File: config.mk
export PLATFORM = sky130hd
export DESIGN_NAME = checksummed_frame_extractor_core
export DESIGN_NICKNAME = d
export VERILOG_FILES = /design/src/sv/cfe_pkg.sv /design/src/sv/checksummed_frame_extractor_core.sv /design/src/sv/cfe_ctrl.sv /design/src/sv/cfe_dp.sv
export SDC_FILE = /design/constraint.sdc
export NUM_CORES = 1
export LEC_CHECK = 0
export ABC_CLOCK_PERIOD_IN_PS = 8900
export BUFFER_PORTS_ARGS = -buffer_cell sky130_fd_sc_hd__buf_2
export CAP_MARGIN = 20
export CELL_PAD_IN_SITES_DETAIL_PLACEMENT = 0
export CELL_PAD_IN_SITES_GLOBAL_PLACEMENT = 1
export CORE_MARGIN = 2
export CORE_UTILIZATION = 50
export DETAILED_ROUTE_END_ITERATION = 8
export HOLD_SLACK_MARGIN = 0.06
export PLACE_DENSITY_LB_ADDON = 0.15
export SLEW_MARGIN = 20
export SYNTH_ARGS = -nofsm -noshare
export SYNTH_HDL_FRONTEND = slang
export SYNTH_SLANG_ARGS = --single-unit
File: constraint.sdc
create_clock -name clk -period 8.9 [get_ports clk]
set_clock_uncertainty 0.15 [all_clocks]
set_input_delay 1.78 -clock clk [delete_from_list [all_inputs] [get_ports clk]]
set_output_delay 1.78 -clock clk [all_outputs]
set_load 0.03 [all_outputs]
File: src/sv/cfe_pkg.sv
`timescale 1ns / 1ps
// ----------------------------------------------------------------------------
// cfe_pkg
// shared constants and controller/datapath handshake types of the deframer
// ----------------------------------------------------------------------------
package cfe_pkg;

  localparam int unsigned BYTE_W     = 8;
  localparam int unsigned WORD_W     = 32;
  localparam int unsigned WORD_BYTES = 4;
  localparam int unsigned WORD_COUNT = 6;
  localparam int unsigned OUT_BYTES  = WORD_COUNT * WORD_BYTES;
  localparam int unsigned OUT_W      = WORD_COUNT * WORD_W;

  // default frame layout
  localparam int unsigned FRAME_BYTES_DEF    = 31;
  localparam int unsigned PAYLOAD_START_DEF  = 6;
  localparam int unsigned PAYLOAD_BYTES_DEF  = 24;
  localparam int unsigned CHECK_POSITION_DEF = 30;

  // configuration registers
  localparam int unsigned CFG_IDX_W = 1;
  localparam logic [CFG_IDX_W-1:0] REG_SYNC_FIRST  = 1'b0;
  localparam logic [CFG_IDX_W-1:0] REG_SYNC_SECOND = 1'b1;

  localparam logic [BYTE_W-1:0] SYNC_FIRST_RST  = 8'hAA;
  localparam logic [BYTE_W-1:0] SYNC_SECOND_RST = 8'h55;

  // commands from controller to datapath
  typedef struct packed {
    logic append;     // write incoming byte behind the held bytes
    logic shift;      // drop the front byte
    logic settle;     // no header: keep only a trailing first sync byte
    logic sum_start;  // clear checksum accumulator and byte counter
    logic sum_step;   // add one payload byte
    logic emit;       // load output words and empty the window
  } cmd_t;

  // status from datapath to controller
  typedef struct packed {
    logic hdr_front;  // header sits at the front of the window
    logic held_le1;   // at most one byte held
    logic full;       // a whole frame is held
    logic sum_last;   // current sum step adds the last payload byte
    logic match;      // accumulated sum equals the check byte
    logic out_busy;   // output register still holds an untaken item
  } sts_t;

endpackage

File: src/sv/checksummed_frame_extractor_core.sv
`timescale 1ns / 1ps
// ----------------------------------------------------------------------------
// checksummed_frame_extractor_core
// byte-serial deframer with two-byte sync header and additive checksum
// ----------------------------------------------------------------------------
// Received bytes enter one item per handshake on s_axis and collect in a
// window of FRAME_BYTES bytes. Bytes ahead of the sync header (sync_first
// then sync_second, set through the cfg port) are dropped one per cycle.
// When a whole frame is held from a header, the PAYLOAD_BYTES bytes from
// PAYLOAD_START are summed modulo 256, one byte per cycle, and compared with
// the byte at CHECK_POSITION. A match releases six little-endian 32-bit
// words on m_axis and empties the window; a mismatch drops one byte and the
// header search resumes. An item is accepted only while the sequencer is
// idle: a byte that completes nothing is appended and scanned, with any
// bytes ahead of a header shifted out of the front; a byte that completes
// a frame is also summed and checked, and on a mismatch the resync drops
// follow, before the next byte is taken. The checksum accumulator, stepping
// one window byte per cycle, sets the frame cost. The output register lets
// the next byte in while a released item waits; a second release waits
// until that item is taken.
// ----------------------------------------------------------------------------
module checksummed_frame_extractor_core #(
  parameter int unsigned FRAME_BYTES    = cfe_pkg::FRAME_BYTES_DEF,
  parameter int unsigned PAYLOAD_START  = cfe_pkg::PAYLOAD_START_DEF,
  parameter int unsigned PAYLOAD_BYTES  = cfe_pkg::PAYLOAD_BYTES_DEF,
  parameter int unsigned CHECK_POSITION = cfe_pkg::CHECK_POSITION_DEF
) (
  input  logic                          clk,
  input  logic                          rst,
  // input bytes
  input  logic                          s_axis_tvalid,
  output logic                          s_axis_tready,
  input  logic [cfe_pkg::BYTE_W-1:0]    s_axis_tdata,   // rx_byte[7:0]
  // released frames
  output logic                          m_axis_tvalid,
  input  logic                          m_axis_tready,
  output logic [cfe_pkg::OUT_W-1:0]     m_axis_tdata,   // word_0 .. word_5, 32 bits each
  // register writes
  input  logic                          cfg_we,
  input  logic [cfe_pkg::CFG_IDX_W-1:0] cfg_index,      // 0 sync_first, 1 sync_second
  input  logic [cfe_pkg::BYTE_W-1:0]    cfg_data
);

  cfe_pkg::cmd_t cmd;
  cfe_pkg::sts_t sts;

  // sequencer
  cfe_ctrl u_ctrl (
    .clk      (clk),
    .rst      (rst),
    .in_valid (s_axis_tvalid),
    .in_ready (s_axis_tready),
    .sts      (sts),
    .cmd      (cmd)
  );

  // window, checksum and output register
  cfe_dp #(
    .FRAME_BYTES    (FRAME_BYTES),
    .PAYLOAD_START  (PAYLOAD_START),
    .PAYLOAD_BYTES  (PAYLOAD_BYTES),
    .CHECK_POSITION (CHECK_POSITION)
  ) u_dp (
    .clk       (clk),
    .rst       (rst),
    .in_byte   (s_axis_tdata),
    .cfg_we    (cfg_we),
    .cfg_index (cfg_index),
    .cfg_data  (cfg_data),
    .out_valid (m_axis_tvalid),
    .out_ready (m_axis_tready),
    .out_data  (m_axis_tdata),
    .cmd       (cmd),
    .sts       (sts)
  );

endmodule

File: src/sv/cfe_ctrl.sv
`timescale 1ns / 1ps
// ----------------------------------------------------------------------------
// cfe_ctrl
// sequencer: header scan, checksum accumulation and frame release
// ----------------------------------------------------------------------------
module cfe_ctrl (
  input  logic          clk,
  input  logic          rst,
  input  logic          in_valid,
  output logic          in_ready,
  input  cfe_pkg::sts_t sts,
  output cfe_pkg::cmd_t cmd
);

  typedef enum logic [3:0] {
    S_IDLE  = 4'b0001,
    S_SCAN  = 4'b0010,
    S_SUM   = 4'b0100,
    S_CHECK = 4'b1000
  } state_t;

  state_t state;
  state_t state_next;

  assign in_ready = (state == S_IDLE);

  always_comb begin
    state_next = state;
    cmd        = '0;
    case (state)
      S_IDLE: begin
        if (in_valid) begin
          cmd.append = 1'b1;
          state_next = S_SCAN;
        end
      end
      S_SCAN: begin
        if (sts.hdr_front) begin
          if (sts.full) begin
            cmd.sum_start = 1'b1;
            state_next    = S_SUM;
          end else begin
            state_next = S_IDLE;
          end
        end else if (sts.held_le1) begin
          cmd.settle = 1'b1;
          state_next = S_IDLE;
        end else begin
          cmd.shift = 1'b1;
        end
      end
      S_SUM: begin
        cmd.sum_step = 1'b1;
        if (sts.sum_last) begin
          state_next = S_CHECK;
        end
      end
      S_CHECK: begin
        if (sts.match) begin
          if (!sts.out_busy) begin
            cmd.emit   = 1'b1;
            state_next = S_IDLE;
          end
        end else begin
          // bad checksum: drop one byte and resume the header search
          cmd.shift  = 1'b1;
          state_next = S_SCAN;
        end
      end
      default: begin
        state_next = S_IDLE;
      end
    endcase
  end

  always_ff @(posedge clk) begin
    if (rst) begin
      state <= S_IDLE;
    end else begin
      state <= state_next;
    end
  end

  a_sum_needs_full: assert property (@(posedge clk) disable iff (rst)
    (state == S_SUM) |-> sts.full)
    else $error("checksum pass without a full frame");

  a_shift_keeps_byte: assert property (@(posedge clk) disable iff (rst)
    cmd.shift |-> !sts.held_le1)
    else $error("shift with at most one byte held");

  a_accept_scans: assert property (@(posedge clk) disable iff (rst)
    (in_valid && in_ready) |=> (state == S_SCAN))
    else $error("accepted item not followed by a scan");

endmodule

File: src/sv/cfe_dp.sv
`timescale 1ns / 1ps
// ----------------------------------------------------------------------------
// cfe_dp
// byte window, header compare, checksum accumulator and output register
// ----------------------------------------------------------------------------
module cfe_dp #(
  parameter int unsigned FRAME_BYTES    = cfe_pkg::FRAME_BYTES_DEF,
  parameter int unsigned PAYLOAD_START  = cfe_pkg::PAYLOAD_START_DEF,
  parameter int unsigned PAYLOAD_BYTES  = cfe_pkg::PAYLOAD_BYTES_DEF,
  parameter int unsigned CHECK_POSITION = cfe_pkg::CHECK_POSITION_DEF
) (
  input  logic                             clk,
  input  logic                             rst,
  input  logic [cfe_pkg::BYTE_W-1:0]       in_byte,
  input  logic                             cfg_we,
  input  logic [cfe_pkg::CFG_IDX_W-1:0]    cfg_index,
  input  logic [cfe_pkg::BYTE_W-1:0]       cfg_data,
  output logic                             out_valid,
  input  logic                             out_ready,
  output logic [cfe_pkg::OUT_W-1:0]        out_data,
  input  cfe_pkg::cmd_t                    cmd,
  output cfe_pkg::sts_t                    sts
);

  localparam int unsigned HC_W  = $clog2(FRAME_BYTES + 1);
  localparam int unsigned IDX_W = $clog2(FRAME_BYTES);
  localparam int unsigned K_W   = $clog2(PAYLOAD_BYTES);
  localparam int unsigned POS_W = $clog2(PAYLOAD_START + PAYLOAD_BYTES + FRAME_BYTES + 1);

  logic [cfe_pkg::BYTE_W-1:0] window [FRAME_BYTES];
  logic [HC_W-1:0]            held;
  logic [cfe_pkg::BYTE_W-1:0] sync_first;
  logic [cfe_pkg::BYTE_W-1:0] sync_second;
  logic [cfe_pkg::BYTE_W-1:0] acc;
  logic [K_W-1:0]             k;

  logic [POS_W-1:0]           rd_pos;
  logic [cfe_pkg::BYTE_W-1:0] rd_byte;
  logic [cfe_pkg::BYTE_W-1:0] chk_byte;
  logic [cfe_pkg::OUT_W-1:0]  pay_flat;

  // payload read for the running sum; past the frame reads as zero
  assign rd_pos  = POS_W'(PAYLOAD_START) + POS_W'(k);
  assign rd_byte = (rd_pos < POS_W'(FRAME_BYTES)) ? window[rd_pos[IDX_W-1:0]] : '0;

  generate
    if (CHECK_POSITION < FRAME_BYTES) begin : g_chk
      assign chk_byte = window[CHECK_POSITION];
    end else begin : g_chk_zero
      assign chk_byte = '0;
    end

    for (genvar j = 0; j < cfe_pkg::OUT_BYTES; j++) begin : g_pay
      if (PAYLOAD_START + j < FRAME_BYTES) begin : g_in
        assign pay_flat[j*cfe_pkg::BYTE_W +: cfe_pkg::BYTE_W] = window[PAYLOAD_START + j];
      end else begin : g_out
        assign pay_flat[j*cfe_pkg::BYTE_W +: cfe_pkg::BYTE_W] = '0;
      end
    end
  endgenerate

  always_comb begin
    sts.hdr_front = (held >= HC_W'(2)) && (window[0] == sync_first)
                    && (window[1] == sync_second);
    sts.held_le1  = (held <= HC_W'(1));
    sts.full      = (held == HC_W'(FRAME_BYTES));
    sts.sum_last  = (k == K_W'(PAYLOAD_BYTES - 1));
    sts.match     = (acc == chk_byte);
    sts.out_busy  = out_valid && !out_ready;
  end

  // window storage: append at the fill point, shift toward the front
  always_ff @(posedge clk) begin
    if (cmd.append) begin
      window[held[IDX_W-1:0]] <= in_byte;
    end else if (cmd.shift) begin
      for (int i = 0; i < FRAME_BYTES - 1; i++) begin
        window[i] <= window[i + 1];
      end
    end
  end

  always_ff @(posedge clk) begin
    if (rst) begin
      held <= '0;
    end else if (cmd.append) begin
      held <= held + HC_W'(1);
    end else if (cmd.shift) begin
      held <= held - HC_W'(1);
    end else if (cmd.settle) begin
      if (!((held == HC_W'(1)) && (window[0] == sync_first))) begin
        held <= '0;
      end
    end else if (cmd.emit) begin
      held <= '0;
    end
  end

  always_ff @(posedge clk) begin
    if (cmd.sum_start) begin
      acc <= '0;
      k   <= '0;
    end else if (cmd.sum_step) begin
      acc <= acc + rd_byte;
      k   <= k + K_W'(1);
    end
  end

  always_ff @(posedge clk) begin
    if (rst) begin
      sync_first  <= cfe_pkg::SYNC_FIRST_RST;
      sync_second <= cfe_pkg::SYNC_SECOND_RST;
    end else if (cfg_we) begin
      if (cfg_index == cfe_pkg::REG_SYNC_FIRST) begin
        sync_first <= cfg_data;
      end
      if (cfg_index == cfe_pkg::REG_SYNC_SECOND) begin
        sync_second <= cfg_data;
      end
    end
  end

  always_ff @(posedge clk) begin
    if (rst) begin
      out_valid <= 1'b0;
    end else if (cmd.emit) begin
      out_valid <= 1'b1;
    end else if (out_ready) begin
      out_valid <= 1'b0;
    end
  end

  always_ff @(posedge clk) begin
    if (cmd.emit) begin
      out_data <= pay_flat;
    end
  end

  a_held_bound: assert property (@(posedge clk) disable iff (rst)
    held <= HC_W'(FRAME_BYTES))
    else $error("window fill beyond frame length");

  a_emit_free: assert property (@(posedge clk) disable iff (rst)
    cmd.emit |-> !(out_valid && !out_ready))
    else $error("frame released over an untaken item");

  a_emit_empties: assert property (@(posedge clk) disable iff (rst)
    cmd.emit |=> (held == '0) && out_valid)
    else $error("window not emptied after frame release");

endmodule
## Yosys cells after proc, flatten, opt, wreduce, memory -nomap -nowiden

Memories as Yosys holds them, arrays and structs flattened.
Cells that the tools add are included.

- Flip-flop bits (word level): 231
- RAM bits: 248
- Bits of input ports: 22
- Output and inout bits: 194
- Logic and storage cells: 83
- Memories kept: 1

- Add/subtract/negate cells: 5
- $lt $le $gt $ge: 3
- Equal/unequal tests: 15
- Mux-type cells: 38
- Bitwise operators: 1
- Reduce and logical (&&, ||, !) cells: 12

Memory list:

| name | words | bits a word | rd ports | clocked after Yosys merged registers in | wr ports | RTL line | text |
|---|---|---|---|---|---|---|---|
| u_dp.window | 31 | 8 | 32 | 0 | 30 | cfe_dp.sv:30 | `logic [cfe_pkg::BYTE_W-1:0] window [FRAME_BYTES];` |

Operators with widths:

| cell | count |
|---|---|
| 5-bit two-way mux | 6 |
| 8-bit equality test | 3 |
| 4-bit two-way mux | 6 |
| 1-bit two-way mux | 19 |
| 8-bit two-way mux | 2 |
| 4-bit one-hot mux with 4 select lines | 1 |
| 5-bit by 1-bit adder with 5-bit output (second input constant) | 2 |
| 5-bit equality test (second input constant) | 2 |
| 8-bit adder | 1 |
| 8-bit OR reduction | 1 |
| 3-bit by 5-bit adder with 6-bit output (first input constant) | 1 |
| 6-bit by 5-bit < comparator with 1-bit output (second input constant) | 1 |
| 3-bit inequality test (second input constant) | 2 |
| 2-bit AND reduction | 3 |
| 5-bit by 1-bit equality test with 1-bit output (second input constant) | 1 |
| 5-bit by 2-bit >= comparator with 1-bit output (second input constant) | 1 |
| 5-bit by 1-bit less-or-equal comparator with 1-bit output (second input constant) | 1 |
| 5-bit by 1-bit subtractor with 5-bit output (second input constant) | 1 |
| 4-bit by 1-bit equality test with 1-bit output (second input constant) | 1 |
| 4-bit by 2-bit equality test with 1-bit output (second input constant) | 1 |
| 4-bit by 3-bit equality test with 1-bit output (second input constant) | 1 |
| 4-bit equality test (second input constant) | 1 |
| 1-bit logical AND | 4 |
| 2-bit two-way mux | 2 |
| other kinds (9) | 10 |

## Depth between registers and ports, before layout

Gate-level depths: netlist (run 1).
An unclocked memory read counts as a cell.

- Word-level depth: 11
- Gate-level depth with buffers: 18
- Gate-level depth less buffers: 15

## By module

From an unflattened synthesis (run 1), not the netlist that was laid out.

- Cells, all modules: 1222
- Area total of the unflattened synthesis: 20260.7 um^2

By module, submodules not included:

| module | instances | cells each | area each (um^2) | sequential area each (um^2) |
|---|---|---|---|---|
| cfe_dp | 1 | 1180 | 19935.4 | 14153.6 |
| cfe_ctrl | 1 | 42 | 325.3 | 80.1 |

## Least setup slack after synthesis (run 1)

OpenSTA, ideal clock, no wires.

- Kind: input to register
- Start: in m_axis_tready
- End: reg u_dp.out_data[0] (netlist bit) (read register of u_dp.window), enable pin
- Library setup time: 543 ps
- Data arrival time: 5775 ps
- Data required time: 8207 ps
- Setup slack: 2432 ps
- Cell stages on the path: 3
- Path buffers: 0
- Path through: nand2b_1 > nand4_1 > inv_1

RTL lines:

| what | RTL line | text |
|---|---|---|
| start, declared | checksummed_frame_extractor_core.sv:36 | `input logic m_axis_tready,` |
| end, declared | cfe_dp.sv:20 | `output logic [cfe_pkg::OUT_W-1:0] out_data,` |

## Final worst setup path (run 1)

- Start: reg u_dp.k[1]
- End: reg u_dp.acc[6] (netlist bit)

- Word-level cells in the longest chain between the ends: 4
- Elaborated cells between the ends (all ways): 5
- Those cells by class: add/sub: 2; order compare: 1; mux: 1; memory: 1

Ends and longest elaborated chain:

| what | RTL line | text |
|---|---|---|
| start, declared | cfe_dp.sv:35 | `logic [K_W-1:0] k;` |
| start signal, assigned | cfe_dp.sv:105 | `k <= k + K_W'(1);` |
| 3-bit by 5-bit adder with 6-bit output (*) | cfe_dp.sv:43 | `assign rd_pos = POS_W'(PAYLOAD_START) + POS_W'(k);` |
| memory 31 x 8 bit / 6-bit by 5-bit < comparator with 1-bit output (equally long branches) | -- |  |
| 8-bit two-way mux (*) | cfe_dp.sv:44 | `assign rd_byte = (rd_pos < POS_W'(FRAME_BYTES)) ? window[rd_pos[IDX_W-1:0]] : '0;` |
| 8-bit adder (*) | cfe_dp.sv:104 | `acc <= acc + rd_byte;` |
| end signal, assigned | cfe_dp.sv:104 |  |
| end, declared | cfe_dp.sv:34 | `logic [cfe_pkg::BYTE_W-1:0] acc;` |

Every way passes the cells marked *; elsewhere a longest branch is shown, timed or not.
A chain may end at the register's enable or synchronous reset.

==> out/results.ini, run 1 <==
[worst_hold_path]
holdPathStages=2
min_from=u_dp.sync_second[3]
min_path_type=register to register
holdPathEnd=u_dp.sync_second[3]

[finish]
drive_gt1_frac=0.281
stdcell_area_um2=23500
layout_commonest_cell=edfxtp_1
diodes=0
final_nets=1431
area.growth.synth_to_final_pct=15.8
fin_cells=1954
final_cell_mix=448 x edfxtp_1, 256 x a21o_1, 215 x buf_2

[drt]
ant_nets=0
drt_iter0_drc=1100
drt_first_pass_iters=7
drc=0
route.met2.wl_um=24300
viasPerCell=6.11
drt-total-wl_um=51900
met1_length_um=22800
met3_length_um=3890
top_layer=met4
wl_per_cell_um=26.5
dr_total_vias=11900

[power_and_ir_drop]
seqPwrFrac=0.521
fin_total_pwr_uw=5090
p_int_uw=3930
p_sw_frac=0.229
p_comb_frac=0.077
p_switching_uw=1170
power.leakage_uw=0.00918
powerDensity_nw_per_um2=217
peakVddDrop_v=0.000137
clock_power_share=0.402

[placement]
placed_area_um2=21800
dpl.hpwl_um=35400
place_inst=1865
gp_congestion=0.834
portBuffers=215

[cts]
post-cts-setup-buffers=0
ctsHoldBuffers=0
clk_latency_ps=590
cts_buffer_depth=3
clk_pin_slew_worst_paths_ps=60
cts_tree=built
cts_resized=0
numCtsBuffers=49
clock-sinks=487
root_buffer=clkbuf_16
cts_max_level=2

[worst_setup_path]
cp_common_cell=a21oi_1
crit_chain=buf_4 -> inv_1 -> ha_1 -> buf_4 -> or4b_1 -> a21oi_1 -> or3_1 -> nor2_1 -> ha_1 -> fa_1 -> a21o_1 -> a21oi_1 -> o21bai_1 -> a21oi_1 -> xnor2_1 -> mux2i_1 -> nor2_1
crit_type=register to register
crit_family=buffers and inverters
cp_slowest_cell=buf_4
end_kind=register
cp_max_fo=63
rr_endpoint=u_dp.acc[6]
crit_arrival_ps=5140
r2r_slack_ps=4090
r2r_cells=17
timing.rr.start=u_dp.k[1]
max_stage_delay_ps=730
critPathRequiredTime_ps=9230
cp_num_buf_inv=3
timing.critical_path.from=u_dp.k[1]
start_kind=register

[global_route]
grt_max_degree=118
antenna_found_initial=0
grt_overflow=0
grt_pass1_vias=11000
grt_pass1_wl_um=75600
grt_use_total=0.248

[sta]
hold_violations=0
period_share=0.540
maxSlewViolCount=0
tns_ps=0
setup_viol=0
rsz0062_at_grt=false
slew_headroom=0.299
post-route-min-period_ps=4810
max_freq_mhz=208
worst-slew-pin-transition_ps=1050

[yosys]
yosysUniqueCellTypes=57
syn_area_per_cell_um2=17.0
ys_seq_elements=487
syn_inst=1190
synth_top_area_share=0.664
synth_nets=1229
async_flop_share=0
yosysTopAreaCell=edfxtp_1
synth-edff-count=448
ys_warn_count=0
synthTopCellsByArea=edfxtp_1 66%, a21o_1 9.5%, mux4_2 8.9%
synthesis.area_um2=20300
yosysSeqAreaShare=0.703
synth-main-ff-cell=edfxtp_1

[job]
maxCapViolations=0

[floorplanning]
die_w_um=205
core_um2=39800
start_util=0.509
num_rows=73
die_height_um=205
io_pins=216
die-area_um2=42100

[outcome]
status=finished clean

-- power by group through the flow --
stage                     sequential (uW)  clock (uW)  combinational (uW)
final                                2650        2050                 394
after global routing                 2660        2170                 425
after CTS                            2650        2080                 395
after detailed placement             2700           0                 391
after global placement               2700           0                 386
after floorplan                      2660           0                 281
-- worst max-delay path by stage --
stage | slack [ps] | to | depth (start not counted)
2_1_floorplan | 2430 | u_dp.out_data[0] | 3
4_1_cts | 4050 | u_dp.acc[6] | 17
5_1_grt | 3760 | u_dp.acc[6] | 17
3_5_place_dp | 4060 | u_dp.acc[6] | 17
3_3_place_gp | 4090 | u_dp.acc[6] | 17
6_report | 4090 | u_dp.acc[6] | 17
-- registers in the layout, indices dropped and copies added, names as in the netlist --
register and cells:
u_ctrl.state 4, u_dp.out_valid 1, u_dp.acc 8, u_dp.out_data 192, u_dp.sync_second 8, u_dp.k 5, u_dp.window 256, u_dp.held 5
u_dp.sync_first 8
-- worst register-to-register path: cells and delay by family (launching register included) --
family                   cells  cell delay, ps
AND/OR/NAND/NOR              4             940
adder cells (fa/ha/maj)      3            1050
flip-flops                   1             310
AO/OA/AOI/OAI                5             860
multiplexers                 1             130
buffers and inverters        3            1210
XOR/XNOR                     1              80
-- stage by stage --
stage / hold slack, ps / setup slack, ps / utilization
3_5_place_dp: 313 / 4060 / 0.548
3_3_place_gp: 310 / 4090 / 0.548
4_1_cts: 324 / 4050 / 0.588
2_1_floorplan: 295 / 2430 / -
6_report: 320 / 4090 / 0.589
5_1_grt: 342 / 3760 / 0.589
-- synthesized netlist by cell type, drive strengths merged (3+ instances only) --
| master | number |
|---|---|
| a211o | 8 |
| and2 | 4 |
| nor3 | 8 |
| buf | 25 |
| dfxtp | 39 |
| a21o | 256 |
| nor2 | 38 |
| and3 | 13 |
| nor4 | 6 |
| nand3 | 8 |
| nand4 | 6 |
| inv | 8 |
| a21oi | 13 |
| nor4b | 4 |
| nand2 | 25 |
| a31oi | 3 |
| mux2i | 19 |
| a31o | 4 |
| xor2 | 13 |
| edfxtp | 448 |
| clkbuf | 63 |
| ha | 16 |
| xnor2 | 25 |
| nor2b | 6 |
| mux4 | 80 |
| o21ai | 11 |
| o21bai | 13 |
-- final cells by class --
class | instances | area, um^2
clock buffers | 58 | 1300
well taps | 525 | 657
fillers | 3112 | 16400
inverters | 8 | 35.0
flip-flops and latches | 487 | 14200
repair buffers | 239 | 1280
clock inverters | 30 | 273
multi-input cells | 607 | 5670
-- layer usage --
metal,GRT usage,up-vias
li1,-,5107
met1,0.377,6242
met2,0.373,523
met3,0.0461,69
met4,0.0588,0
met5,0,-
-- cells by family (layout without fill, tap and decap cells) --
| family | after synthesis | in the layout | synth area share |
|---|---|---|---|
| flip-flops | 487 | 487 | 0.703 |
| AO/OA/AOI/OAI | 323 | 323 | 0.119 |
| AND/OR/NAND/NOR | 130 | 130 | 0.0334 |
| buffers and inverters | 96 | 335 | 0.0188 |
| XOR/XNOR | 38 | 38 | 0.0172 |
| multiplexers | 99 | 99 | 0.0984 |
| adder cells (fa/ha/maj) | 17 | 17 | 0.0109 |
No activity file was read; power rests on OpenSTA's default activity.
==> run 2, diff against run 1 <==
--- a/config.mk
+++ b/config.mk
@@ -5,13 +5,13 @@
 export SDC_FILE = /design/constraint.sdc
 export NUM_CORES = 1
 export LEC_CHECK = 0
-export ABC_CLOCK_PERIOD_IN_PS = 8900
+export ABC_CLOCK_PERIOD_IN_PS = 3950
 export BUFFER_PORTS_ARGS = -buffer_cell sky130_fd_sc_hd__buf_2
 export CAP_MARGIN = 20
 export CELL_PAD_IN_SITES_DETAIL_PLACEMENT = 0
 export CELL_PAD_IN_SITES_GLOBAL_PLACEMENT = 1
 export CORE_MARGIN = 2
-export CORE_UTILIZATION = 50
+export CORE_UTILIZATION = 45
 export DETAILED_ROUTE_END_ITERATION = 8
 export HOLD_SLACK_MARGIN = 0.06
 export PLACE_DENSITY_LB_ADDON = 0.15
==> constraint.sdc (replaced) <==
create_clock -name clk -period 3.95 [get_ports clk]
set_clock_uncertainty 0.15 [all_clocks]
set_input_delay 0.79 -clock clk [delete_from_list [all_inputs] [get_ports clk]]
set_output_delay 0.79 -clock clk [all_outputs]
set_load 0.03 [all_outputs]
==> out/results.ini, run 2 (synthesis results as in run 1) <==
[outcome]
status=finished clean

[power_and_ir_drop]
power.leakage_uw=0.00945
powerDensity_nw_per_um2=483
peakVddDrop_v=0.000280

[drt]
viasPerCell=5.73
dr_total_vias=11800
drt_iter0_drc=1141
drt_first_pass_iters=5
ant_nets=0
drt-total-wl_um=53900
drc=0
wl_per_cell_um=26.1

[placement]
preCtsSetupSlack_ps=145
placed_area_um2=22400
dpl.hpwl_um=38100
portBuffers=215
gp_congestion=0.832

[worst_setup_path]
critPathRequiredTime_ps=4270
crit_arrival_ps=4030
crit_type=register to register
timing.rr.start=u_dp.k[0]
start_kind=register
end_kind=register
rr_endpoint=u_dp.acc[6]
r2r_cells=14
r2r_slack_ps=240
cp_max_fo=7

[job]
maxCapViolations=0

[cts]
root_buffer=clkbuf_16
cts_tree=built
clock-sinks=487
clk_pin_slew_worst_paths_ps=60
clk_latency_ps=590
cts_max_level=2
ctsHoldBuffers=0
cts_buffer_depth=3
numCtsBuffers=51

[global_route]
grt_use_total=0.231
grt_pass1_wl_um=79000
grt_pass1_vias=11400
antenna_found_initial=8
grt_max_degree=66
grt_overflow=0

[finish]
final_nets=1472
diodes=0
layout_commonest_cell=edfxtp_1
area.growth.synth_to_final_pct=19.0
stdcell_area_um2=24100
drive_gt1_frac=0.299
reg_top3=u_dp.window x256, u_dp.out_data x192
largest_reg_flops=256
final_cell_mix=448 x edfxtp_1, 256 x a21o_1, 215 x buf_2
regMostFlops=u_dp.window

[worst_hold_path]
holdPathStages=2
holdPathEnd=u_dp.sync_first[7]
min_from=cfg_data[7]
min_path_type=input pin to register

[floorplanning]
io_pins=216
die_w_um=216
die-area_um2=46700
start_util=0.457
core_um2=44300
die_height_um=216
num_rows=77

[sta]
worst-slew-pin-transition_ps=967
setup_viol=0
slew_headroom=0.354
max_freq_mhz=270
hold_violations=0
worst_slack_ps=240
period_share=0.939
rsz0062_at_grt=false
post-route-min-period_ps=3710
maxSlewViolCount=0

run 2: worst max path at each step:
stage / from / end / slack (ps) / depth (start not counted)
floorplan: m_axis_tready / u_dp.out_data[0] / -560 / 3
global placement: u_dp.k[0] / u_dp.acc[6] / 150 / 14
detailed placement: u_dp.k[0] / u_dp.acc[6] / 150 / 14
CTS: u_dp.k[0] / u_dp.acc[6] / 130 / 14
global route: u_dp.k[0] / u_dp.acc[6] / 6 / 14
finish: u_dp.k[0] / u_dp.acc[6] / 240 / 14
run 2: power breakdown:
group / internal [uW] / switching (uW) / total (uW)
logic: 398 / 541 / 940
registers: 5820 / 149 / 5970
clock network: 2770 / 1960 / 4730
total: 8990 / 2650 / 11600
run 2: through the flow:
step | TNS [ps] | hold WS [ps] | total power (uW) | utilization | cells
2_1_floorplan | -106610 | 295 | 6640 | - | 1190
3_3_place_gp | 0 | 312 | 7000 | 0.506 | 1969
3_5_place_dp | 0 | 313 | 7020 | 0.506 | 1969
4_1_cts | 0 | 242 | 11700 | 0.543 | 2063
5_1_grt | 0 | 252 | 12000 | 0.544 | 2066
6_report | 0 | 274 | 11600 | 0.544 | 2066
run 2: critical path: stages (launching register included):
cell and delay [ps]:
dfxtp_4 430, buf_4 200, mux4_2 540, mux4_2 510, mux2i_1 140, nor2_1 70, ha_1 210, fa_1 440
a21o_1 210, a21oi_2 180, o21bai_1 80, a21oi_1 180, xnor2_1 80, mux2i_1 130, nor2_1 50
run 2: cell type report:
type / instances / area, um^2
fillers: 3609 / 20200
inverters: 8 / 33.8
multi-input cells: 607 / 5690
flip-flops and latches: 487 / 14200
clock inverters: 22 / 245
clock buffers: 72 / 1390
repair buffers: 278 / 1750
well taps: 592 / 741
run 2: what timing repair did:
| item | 4_1_cts | 5_1_grt |
|---|---|---|
| resized for setup | 0 | 4 |
| setup endpoints to repair | 0 | 2 |
| buffers inserted | 0 | 3 |
run 2: routing by layer:
layer	vias up	global-route usage	share of wire
li1	5207	-	-
met1	6078	0.343	0.44
met2	471	0.350	0.46
met3	72	0.0515	0.076
met4	8	0.0518	0.017
met5	-	0	0.00085
